==> src/hw/rtl/scdc_pkg.sv <==
// Shared types, constants and codes for the sidechain ducking compressor.
`default_nettype none

package scdc_pkg;

   // Default block length of the target glide; a power of two, so the glide divide is a shift
   localparam int BLOCK_SIZE_DEF = 256;

   // Q1.31 unity
   localparam logic [31:0] ONE_Q31 = 32'h8000_0000;

   // Request payload
   typedef struct packed {
      logic signed [15:0] in_l;
      logic signed [15:0] in_r;
      logic [31:0]        side_level_l;
      logic [31:0]        side_level_r;
      logic [31:0]        attack_l;
      logic [31:0]        attack_r;
      logic [31:0]        release_l;
      logic [31:0]        release_r;
   } req_type;

   // Result payload
   typedef struct packed {
      logic signed [15:0] out_l;
      logic signed [15:0] out_r;
      logic [31:0]        level_l;
      logic [31:0]        level_r;
   } rsp_type;

   // Controller states
   typedef enum logic [3:0] {
      ST_IDLE,
      ST_T_MUL0,
      ST_T_MUL1,
      ST_T_ADD,
      ST_T_UPD,
      ST_C_MUL0,
      ST_C_MUL1,
      ST_C_ADD,
      ST_C_UPD,
      ST_O_MUL,
      ST_O_STORE,
      ST_FINISH
   } state_type;

   // Multiplier operand pairs
   typedef enum logic [2:0] {
      MUL_T_SPAN,    // target * (N - pos)
      MUL_SIDE_POS,  // side level * pos
      MUL_KEEP_C,    // (1 - k) * current
      MUL_K_T,       // k * target
      MUL_GAIN       // sample * (1 - current)
   } mul_sel_type;

   // Accumulator operations
   typedef enum logic [1:0] {
      ACC_HOLD,
      ACC_LOAD,
      ACC_ADD
   } acc_op_type;

   // Controller to datapath commands
   typedef struct packed {
      logic        capture;
      logic        ch;
      mul_sel_type mul_sel;
      acc_op_type  acc_op;
      logic        t_upd;
      logic        c_upd;
      logic        out_store;
      logic        rsp_load;
   } dp_cmd_type;

   // Datapath to controller status
   typedef struct packed {
      logic rsp_free;
   } dp_status_type;

endpackage

`default_nettype wire

==> src/hw/rtl/scdc_ctrl.sv <==
// Controller: sequences the datapath through both channels of one request.
`default_nettype none

module scdc_ctrl import scdc_pkg::*; (
   input  wire logic          clock,
   input  wire logic          reset,
   input  wire logic          req_valid,
   output logic               req_ready,
   input  wire dp_status_type status,
   output dp_cmd_type         cmd
);

   state_type             state_ff;
   state_type             state_in;
   logic                  ch_ff;
   logic                  ch_in;

   // Next state
   always_comb begin
      state_in = state_ff;
      ch_in    = ch_ff;
      case (state_ff)
         ST_IDLE: begin
            if (req_valid) begin
               state_in = ST_T_MUL0;
               ch_in    = 1'b0;
            end
         end
         ST_T_MUL0:   state_in = ST_T_MUL1;
         ST_T_MUL1:   state_in = ST_T_ADD;
         ST_T_ADD:    state_in = ST_T_UPD;
         ST_T_UPD:    state_in = ST_C_MUL0;
         ST_C_MUL0:   state_in = ST_C_MUL1;
         ST_C_MUL1:   state_in = ST_C_ADD;
         ST_C_ADD:    state_in = ST_C_UPD;
         ST_C_UPD:    state_in = ST_O_MUL;
         ST_O_MUL:    state_in = ST_O_STORE;
         ST_O_STORE: begin
            if (!ch_ff) begin
               ch_in    = 1'b1;
               state_in = ST_T_MUL0;
            end else begin
               state_in = ST_FINISH;
            end
         end
         ST_FINISH: begin
            if (status.rsp_free) begin
               state_in = ST_IDLE;
            end
         end
         default:     state_in = ST_IDLE;
      endcase
   end

   // Commands
   always_comb begin
      cmd         = '0;
      cmd.ch      = ch_ff;
      cmd.mul_sel = MUL_T_SPAN;
      cmd.acc_op  = ACC_HOLD;
      req_ready   = 1'b0;
      case (state_ff)
         ST_IDLE: begin
            // no request is taken while reset is held
            req_ready   = !reset;
            cmd.capture = req_valid && !reset;
         end
         ST_T_MUL0:   cmd.mul_sel = MUL_T_SPAN;
         ST_T_MUL1: begin
            cmd.mul_sel = MUL_SIDE_POS;
            cmd.acc_op  = ACC_LOAD;
         end
         ST_T_ADD:    cmd.acc_op = ACC_ADD;
         ST_T_UPD:    cmd.t_upd = 1'b1;
         ST_C_MUL0:   cmd.mul_sel = MUL_KEEP_C;
         ST_C_MUL1: begin
            cmd.mul_sel = MUL_K_T;
            cmd.acc_op  = ACC_LOAD;
         end
         ST_C_ADD:    cmd.acc_op = ACC_ADD;
         ST_C_UPD:    cmd.c_upd = 1'b1;
         ST_O_MUL:    cmd.mul_sel = MUL_GAIN;
         ST_O_STORE:  cmd.out_store = 1'b1;
         ST_FINISH:   cmd.rsp_load = status.rsp_free;
         default:     cmd.acc_op = ACC_HOLD;
      endcase
   end

   always_ff @(posedge clock) begin
      if (reset) begin
         state_ff <= ST_IDLE;
         ch_ff    <= 1'b0;
      end else begin
         state_ff <= state_in;
         ch_ff    <= ch_in;
      end
   end

endmodule

`default_nettype wire

==> config.mk <==
export PLATFORM = sky130hd
export DESIGN_NAME = scdc_ctrl
export DESIGN_NICKNAME = d
export VERILOG_FILES = /design/src/hw/rtl/scdc_pkg.sv /design/src/hw/rtl/scdc_ctrl.sv
export SDC_FILE = /design/constraint.sdc
export NUM_CORES = 1
export LEC_CHECK = 0
export BUFFER_PORTS_ARGS = -buffer_cell sky130_fd_sc_hd__buf_2
export CORE_AREA = 2 2 39 41
export CTS_BUF_LIST = sky130_fd_sc_hd__clkbuf_4
export CTS_CLUSTER_SIZE = 24
export DETAILED_ROUTE_END_ITERATION = 10
export DIE_AREA = 0 0 41 43
export PLACE_DENSITY = 0.59
export RECOVER_POWER = 50
export SLEW_MARGIN = 0
export SYNTH_ARGS = -nofsm -noshare
export SYNTH_HDL_FRONTEND = slang
export SYNTH_SLANG_ARGS = --single-unit
==> constraint.sdc <==
create_clock -name clock -period 3.7 [get_ports clock]
set_clock_uncertainty 0.15 [all_clocks]
set_input_delay 0.185 -clock clock [delete_from_list [all_inputs] [get_ports clock]]
set_output_delay 0.185 -clock clock [all_outputs]
set_load 0.02 [all_outputs]
# Word level (Yosys, flattened, before mapping)
# Cells that the tools add are included.
word_totals:
  ff_bits: 5
  in_bits: 4
op_classes:
  eq_ne: 13
  mux: 14
  n_reduce_logical: 8
ops:
  columns: ["op", "count"]
  rows:
  - ["$pmux 4 s12", 1]
  - ["$eq 4x3->1 const B", 4]
  - ["$eq 4x4->1 const B", 4]
  - ["$mux 4", 3]
  - ["$pmux 3 s4", 1]
  - ["$eq 4x2->1 const B", 2]
  - ["$mux 1", 7]
  - ["$eq 4x1->1 const B", 1]
  - ["$logic_not 4->1", 1]
  - ["$ne 2x2->1 const B", 2]
  - ["$pmux 2 s2", 1]
  - ["$reduce_and 2->1", 2]
  - ["$reduce_or 2->1", 2]
  - ["$pmux 1 s2", 1]
  - ["$reduce_bool 2->1", 1]
  - ["$logic_and 1x1->1", 1]
  - ["$logic_not 1->1", 1]

# Longest topological paths before layout
# Gate-level depths: netlist of the first run.
logic_depth:
  ltp_word: 3
  mapped_depth: 4

# Worst setup path before layout of the first run
# No wires, ideal clock.
synth_path:
  kind: "flip-flop to output port"
  startpoint: "register state_ff[3]"
  endpoint: "output cmd[10] in the netlist's numbering"
  arrival_ns: 1.305
  required_time_ns: 3.365
  setup_slack_ns: 2.060
  stages_incl_launch_ff: 4
  n_path_buf: 0
  cell_sequence: "dfxtp_1 > or3_1 > nor3_2 > and2_1"
synth_rtl:
  columns: ["item", "line", "rtl"]
  rows:
  - ["start, declared", "scdc_ctrl.sv:13", "state_type state_ff;"]
  - ["start signal, assigned", "scdc_ctrl.sv:94", "state_ff <= state_in;"]
  - ["end, declared", "scdc_ctrl.sv:10", "output dp_cmd_type cmd"]

==> impl_metrics.tcl, run 1 <==
set metrics [dict create \
    post-synth-top-area-cell "dfxtp_1" \
    fillerInstances 165 \
    synthTopCellsByArea "dfxtp_1 27%, nor3b_1 8.2%, nor3_1 6.8%, buf_4 6.1%, a2111oi_1 5.5%" \
    layout_common_cells "12 x buf_2, 5 x inv_1, 5 x nor3_1, 5 x nor2_1, 5 x dfxtp_1" \
    cp.required_ns 3.37 \
    coreArea_um2 1384 \
    ys_warn_count 0 \
    synth_edf_count 0 \
    powerDensity_nw_per_um2 378.6 \
    tightest_slew_ns 0.4289 \
    n_antenna_cell 0 \
    post-route-period-util_pct 49.88 \
    synth_cell_types 20 \
    setup_viol 0 \
    whs_ns 0.05902 \
    synth_top_family_by_area "simple AND/OR/NAND/NOR gates" \
    rsz0062_at_grt "no" \
    grt_pass1_vias 345 \
    ys_seq_elements 5 \
    cts_root_buffer "clkbuf_4" \
    dr.first_iter.drc_count 1 \
    antenna_left 0 \
    grt_pass1_wl_um 1359 \
    fin_tns_setup_ns 0 \
    pwr-share-seq_pct 39.0 \
    rows 14 \
    start_util_pct 26.49 \
    viasPerCell 4.763 \
    critical_path.slowest_cell "or3_1" \
    dieHeight_um 43 \
    place_ws_ns 2.102 \
    wire_per_inst_um 10.53 \
    track_usage_pct 11.17 \
    switching_share_pct 29.30 \
    drv_slew 0 \
    gp_congestion 0.6542 \
    hold_path_class "in2reg" \
    die_w_um 41 \
    synthSimpleGateAreaFrac_pct 34.47 \
    criticalPathCategory "reg2out" \
    postCtsSetupBuffers 0 \
    postSynthAreaPerCell_um2 7.332 \
    cts_resized 0 \
    fin_nets 69 \
    drv_cap 0 \
    vias 381 \
    area_growth_pct 23.55 \
    slew_headroom_pct 71.37 \
    status "complete, no violations" \
    clkLatencyLatePin_ns 0.23 \
    ys.flop_type "dfxtp_1" \
    portBuffers 15 \
    p_sw_mw 0.05025 \
    layout_min_cycle_time_ns 1.846 \
    arrival_ns 1.51 \
    die_area_um2 1763 \
    fin_ws_ns 1.854 \
    hold_buffers 0 \
    design_area_um2 452.9 \
    fmax_ghz 0.5418 \
    hold_viol_final 0 \
    clockBufferDepth 2 \
    crit_path_start_kind "flip-flop" \
    synth_xor_area_share_pct 4.778 \
    ioPinCount 16 \
    numCtsBuffers 3 \
    async_flop_share_pct 0 \
    path_cells "or3_1, nor3_2, and2_1, buf_2" \
    p_total_mw 0.1715 \
    clkSinkCount 5 \
    synth_adder_area_share_pct 0 \
    layout_commonest_cell "buf_2" \
    grt_max_degree 16 \
    netlist_area_um2 366.6 \
    synthMuxAreaShare_pct 0 \
    crit_path_end_kind "output pin" \
    hold_depth 2 \
    drc 0 \
    clkPwrFrac_pct 39.3 \
    antenna_found_initial 0 \
    yosysTopAreaCellShare_pct 27.30 \
    finalWirelength_um 842 \
    synth_compound_area_share_pct 19.45 \
    critPathMaxFanout 13 \
    critical_path.max_stage_delay_ns 0.44 \
    drive_above_1_share_pct 26.56 \
    irDropWorstVdd_mv 0.1315 \
    grt_remaining_overflow 0 \
    clkTransAtPathRegs_ns 0.04 \
    p_leak_nw 0.1961 \
    cts_tree "built" \
    syn_nets 54 \
    p_int_mw 0.1213 \
    firstDrtPassIters 2 \
    place_area_um2 429.2 \
    htree_levels 1 \
    netlist_instances 50 \
    combPwrFrac_pct 21.7 \
    yosysSeqAreaShare_pct 27.30 \
    r2r.worst_path.cells 3 \
]
state kept, by name (all words and copies together), names as in the netlist:
signal and cells:
ch_ff 1, state_ff 4
per-stage QoR:
step / util, % / std cells
6_report: 32.73 / 80
5_1_grt: 32.73 / 80
4_1_cts: 33.18 / 80
3_5_place_dp: 31.01 / 76
3_3_place_gp: 31.01 / 76
2_1_floorplan: - / 50
power by group through the flow:
stage	registers (mW)	clock network, mW	logic (mW)
6_report	0.0668	0.0674	0.0373
5_1_grt	0.0678	0.0722	0.0420
4_1_cts	0.0666	0.0713	0.0390
3_5_place_dp	0.0676	0	0.0389
3_3_place_gp	0.0675	0	0.0385
2_1_floorplan	0.0610	0	0.0354
critical path: cells and delay by family (launching register included):
| kind | cells | cell delay [ns] |
|---|---|---|
| and+or+nand+nor | 3 | 0.70 |
| DFF | 1 | 0.42 |
| buffers and inverters | 1 | 0.15 |
worst paths after layout:
check	end	slack (ns)	startpoint
setup / recovery	cmd[10]	1.85	state_ff[3]$_SDFFE_PP0P_
hold / removal	state_ff[2]$_SDFFE_PP0P_	0.06	reset
setup reg to reg	ch_ff$_SDFFE_PP0P_	2.23	state_ff[0]$_SDFFE_PP0P_
hold reg to reg	ch_ff$_SDFFE_PP0P_	0.42	ch_ff$_SDFFE_PP0P_
per-layer routing:
| metal | share of wire [%] | track usage (%) | up-vias |
|---|---|---|---|
| li1 | - | - | 201 |
| met1 | 47 | 13.92 | 170 |
| met2 | 46 | 16.56 | 10 |
| met3 | 7.4 | 1.571 | 0 |
| met4 | 0 | 8.000 | 0 |
| met5 | 0 | 0 | - |
logic make-up after synthesis:
logic type / after synthesis
xor+xnor: 2
flops: 5
simple gates: 22
buf+inv: 10
compound gates: 11
Yosys cell counts (2+ instances only):
master     instances
nand2_1            2
nor3_1             5
buf_4              3
or3_1              2
nor2_1             5
a21oi_1            4
xnor2_1            2
nor3b_1            4
dfxtp_1            5
a2111oi_1          2
buf_2              2
inv_1              5
o21ai_0            2
layout make-up:
| type | count | area (um^2) | share of cell area, % |
|---|---|---|---|
| Clock buffer | 4 | 30.03 | 6.630 |
| Inverter | 5 | 18.77 | 4.144 |
| Timing Repair Buffer | 15 | 71.32 | 15.75 |
| Tap cell | 16 | 20.02 | 4.420 |
| Sequential cell | 5 | 100.1 | 22.10 |
| Multi-Input combinational cell | 35 | 212.7 | 46.96 |
(Power assumes the default switching activity.)
==> run 2, diff against run 1 <==
Clock period 3.7 ns to 1.8 ns, I/O delays scaled along.
==> impl_metrics.tcl, run 2 (synthesis gave the netlist of run 1 again) <==
set metrics [dict create \
    track_usage_pct 10.74 \
    dp_hpwl_um 665.8 \
    drt-met1-wl_um 375 \
    hold_viol_final 0 \
    p_leak_nw 0.2113 \
    fin_ws_ns 0.1484 \
    critPathMaxFanout 6 \
    grt_pass1_wl_um 1242 \
    layout_commonest_cell "buf_2" \
    tightest_slew_ns 0.3402 \
    ioPinCount 16 \
    drc 0 \
    r2r-start "state_ff[1]$_SDFFE_PP0P_" \
    drv_slew 0 \
    whs_ns 0.09521 \
    numCtsBuffers 3 \
    crit_path_start_kind "flip-flop" \
    powerDensity_nw_per_um2 747.4 \
    place_ws_ns 0.3117 \
    grt_remaining_overflow 0 \
    postCtsSetupBuffers 0 \
    clkLatencyLatePin_ns 0.23 \
    setup_viol 0 \
    cts_root_buffer "clkbuf_4" \
    post-route-period-util_pct 91.76 \
    irDropWorstVdd_mv 0.2656 \
    cp.required_ns 1.56 \
    dr_wl_met3_um 68 \
    slew_headroom_pct 76.74 \
    rows 14 \
    layout_min_cycle_time_ns 1.652 \
    die_area_um2 1763 \
    fin_nets 72 \
    crit_path_end_kind "output pin" \
    grt_max_degree 16 \
    layout_common_cells "12 x buf_2, 5 x inv_1, 5 x nor3_1, 5 x nor2_1" \
    vias 400 \
    gp_congestion 0.6912 \
    viasPerCell 4.819 \
    crit_start "state_ff[0]$_SDFFE_PP0P_" \
    criticalPathCategory "reg2out" \
    die_w_um 41 \
    antenna_found_initial 0 \
    clockBufferDepth 2 \
    arrival_ns 1.41 \
    start_util_pct 26.49 \
    regMostFlops "state_ff" \
    hp-start "status" \
    largest_reg_flops 4 \
    post-route-util_pct 34.63 \
    p_total_mw 0.3581 \
    portBuffers 15 \
    fmax_ghz 0.6055 \
    fin_tns_setup_ns 0 \
    clkSinkCount 5 \
    coreArea_um2 1384 \
    drv_cap 0 \
    antenna_left 0 \
    status "complete, no violations" \
    dieHeight_um 43 \
    wire_per_inst_um 10.41 \
    firstDrtPassIters 4 \
    drive_above_1_share_pct 29.85 \
    finalWirelength_um 864 \
    n_antenna_cell 0 \
    highest_layer "met4" \
    area_growth_pct 30.72 \
    grt_pass1_vias 317 \
    clkTransAtPathRegs_ns 0.04 \
    met2_length_um 410 \
    top_regs "state_ff (4), ch_ff (1)" \
    dr.first_iter.drc_count 4 \
    htree_levels 1 \
    hold_path_class "in2reg" \
    cts_tree "built" \
    rsz0062_at_grt "no" \
]
[run 2: cell types whose count changed in the layout (fill, tap and decap cells not counted)]
cell / before / now
buf_4: 0 / 2
dfxtp_1: 5 / 4
dfxtp_2: 0 / 1
dlygate4sd3_1: 0 / 1
[run 2: final timing paths]
path | endpoint | slack (ns) | cells past startpoint
max | cmd[10] | 0.15 | 4
min | state_ff[1]$_SDFFE_PP0P_ | 0.1 | 4
max reg2reg | ch_ff$_SDFFE_PP0P_ | 0.44 | 3
min reg2reg | ch_ff$_SDFFE_PP0P_ | 0.41 | 2
[run 2: power breakdown]
group          leakage [nW]  switching (mW)  internal [mW]
Combinational         0.152          0.0491         0.0378
Sequential           0.0411          0.0149          0.118
Clock                0.0184          0.0396         0.0984
[run 2: critical path: stages, from the launching register on]
cell,delay (ns)
dfxtp_1,0.35
or3_1,0.40
nor3_2,0.12
and2_1,0.14
buf_2,0.16
[run 2: metal layers]
metal  vias up  GRT usage (%)
li1        209              -
met3         2          3.141
met5         -              0
met4         0          10.00
met1       175          11.90
met2        14          15.31
[run 2: final cells by class]
cell class	instances	area, um^2
timing repair buffer	18	96.34
clock buffer	4	30.03
fill	169	904.6
sequential	5	101.3
tap	16	20.02
inverter	5	18.77
multi-input combinational	35	212.7
[run 2: what timing repair did]
action                                  4_1_cts  5_1_grt
gates resized for setup                       0        1
endpoints found under the setup margin        0        1
endpoints found under the hold margin         3        0
hold buffers                                  1        0
[run 2: stage by stage]
| step | std cells | cell area, um^2 |
|---|---|---|
| 3_5_place_dp | 78 | 444.2 |
| 5_1_grt | 83 | 479.2 |
| 6_report | 83 | 479.2 |
| 3_3_place_gp | 78 | 444.2 |
| 4_1_cts | 83 | 484.2 |
| 2_1_floorplan | 50 | 366.6 |
==> run 3, diff against run 2 <==
Settings changed: PLACE_DENSITY 0.59 to 0.6.
==> impl_metrics.tcl, run 3 (synthesis gave the netlist of run 1 again) <==
set metrics [dict create \
    status "complete, no violations" \
    layout_min_cycle_time_ns 1.687 \
    antenna_found_initial 0 \
    cts_tree "built" \
    rows 14 \
    rsz0062_at_grt "no" \
    p_leak_nw 0.2135 \
    viasPerCell 4.679 \
    die_area_um2 1763 \
    drive_above_1_share_pct 33.82 \
    dieHeight_um 43 \
    fin_tns_setup_ns 0 \
    dp.cells 77 \
    design_area_um2 504.2 \
    wire_per_inst_um 10.40 \
    post-route-period-util_pct 93.72 \
    whs_ns 0.08513 \
    ioPinCount 16 \
    clkTransAtPathRegs_ns 0.04 \
    dp_hpwl_um 627.2 \
    area_growth_pct 37.54 \
    layout_common_cells "10 x buf_2, 5 x inv_1, 5 x nor3_1, 5 x nor2_1" \
    regMostFlops "state_ff" \
    place_area_um2 436.7 \
    clkLatencyLatePin_ns 0.24 \
    portBuffers 15 \
    drv_cap 0 \
    grt_max_degree 16 \
    finalNonFillerCells 84 \
    firstDrtPassIters 3 \
    start_util_pct 26.49 \
    n_antenna_cell 0 \
    powerDensity_nw_per_um2 741.0 \
    layout_commonest_cell "buf_2" \
    grt_remaining_overflow 0 \
    track_usage_pct 11.77 \
    clockBufferDepth 2 \
    arrival_ns 1.45 \
    slew_headroom_pct 73.52 \
    crit_path_end_kind "output pin" \
    hold_path_class "in2reg" \
    htree_levels 1 \
    grt_pass1_wl_um 1373 \
    critPathMaxFanout 7 \
    largest_reg_flops 4 \
    fmax_ghz 0.5928 \
    cp.required_ns 1.56 \
    gp_congestion 0.6692 \
    hold_viol_final 0 \
    cts_root_buffer "clkbuf_4" \
    vias 393 \
    tightest_slew_ns 0.3872 \
    antenna_left 0 \
    drc 0 \
    grt_pass1_vias 341 \
    numCtsBuffers 3 \
    fin_nets 73 \
    coreArea_um2 1384 \
    setup_viol 0 \
    clkSinkCount 5 \
    irDropWorstVdd_mv 0.2902 \
    fillerInstances 154 \
    die_w_um 41 \
    dr.first_iter.drc_count 10 \
    finalWirelength_um 874 \
    drv_slew 0 \
    crit_path_start_kind "flip-flop" \
    criticalPathCategory "reg2out" \
    top_regs "state_ff (4), ch_ff (1)" \
]
-- run 3: timing repair --
action | 4_1_cts | 5_1_grt
endpoints found under the hold margin | 3 | 0
resized for setup | 0 | 7
setup buffers | 0 | 2
setup endpoints to repair | 0 | 2
hold buffers | 1 | 0
-- run 3: critical path, cell delays in order, from the launching register on --
cell and delay, ns:
dfxtp_2 0.35, or3_4 0.41, nor3_4 0.17, and2_1 0.15
buf_4 0.13
-- run 3: power breakdown --
part | internal (mW) | switching, mW | total, mW
combinational | 0.0469 | 0.0522 | 0.0991
sequential | 0.119 | 0.0152 | 0.134
clock | 0.0986 | 0.0420 | 0.141
-- run 3: layout make-up --
cell class                      instances  area, um^2  share of cell area, %
Multi-Input combinational cell         35       224.0                  44.42
Sequential cell                         5       106.4                  21.09
Timing Repair Buffer                   19       105.1                  20.84
Clock buffer                            4       30.03                  5.955
Tap cell                               16       20.02                  3.970
Inverter                                5       18.77                  3.722
-- run 3: routing by layer --
metal / routed length, um / global-route usage (%) / vias to the layer above
met4: 0 / 10.00 / 0
met5: 0 / 0 / -
li1: - / - / 210
met1: 430 / 14.24 / 173
met3: 50 / 3.141 / 0
met2: 392 / 16.25 / 10
-- run 3: through the flow --
step	power (mW)	setup WS [ns]	util [%]
after floorplan	0.1981	0.2547	-
after global placement	0.2172	0.3234	31.56
after detailed placement	0.2182	0.2806	31.56
after CTS	0.3648	0.01770	34.45
after global routing	0.4055	0.01264	36.44
final	0.3736	0.1130	36.44
-- run 3: final timing paths --
path                              end                      from  cells past startpoint  slack [ns]
min          state_ff[1]$_SDFFE_PP0P_                    status                      4        0.09
min reg2reg  state_ff[1]$_SDFFE_PP0P_  state_ff[0]$_SDFFE_PP0P_                      2        0.40
max reg2reg  state_ff[3]$_SDFFE_PP0P_  state_ff[2]$_SDFFE_PP0P_                      3        0.42
max                           cmd[10]  state_ff[3]$_SDFFE_PP0P_                      4        0.11
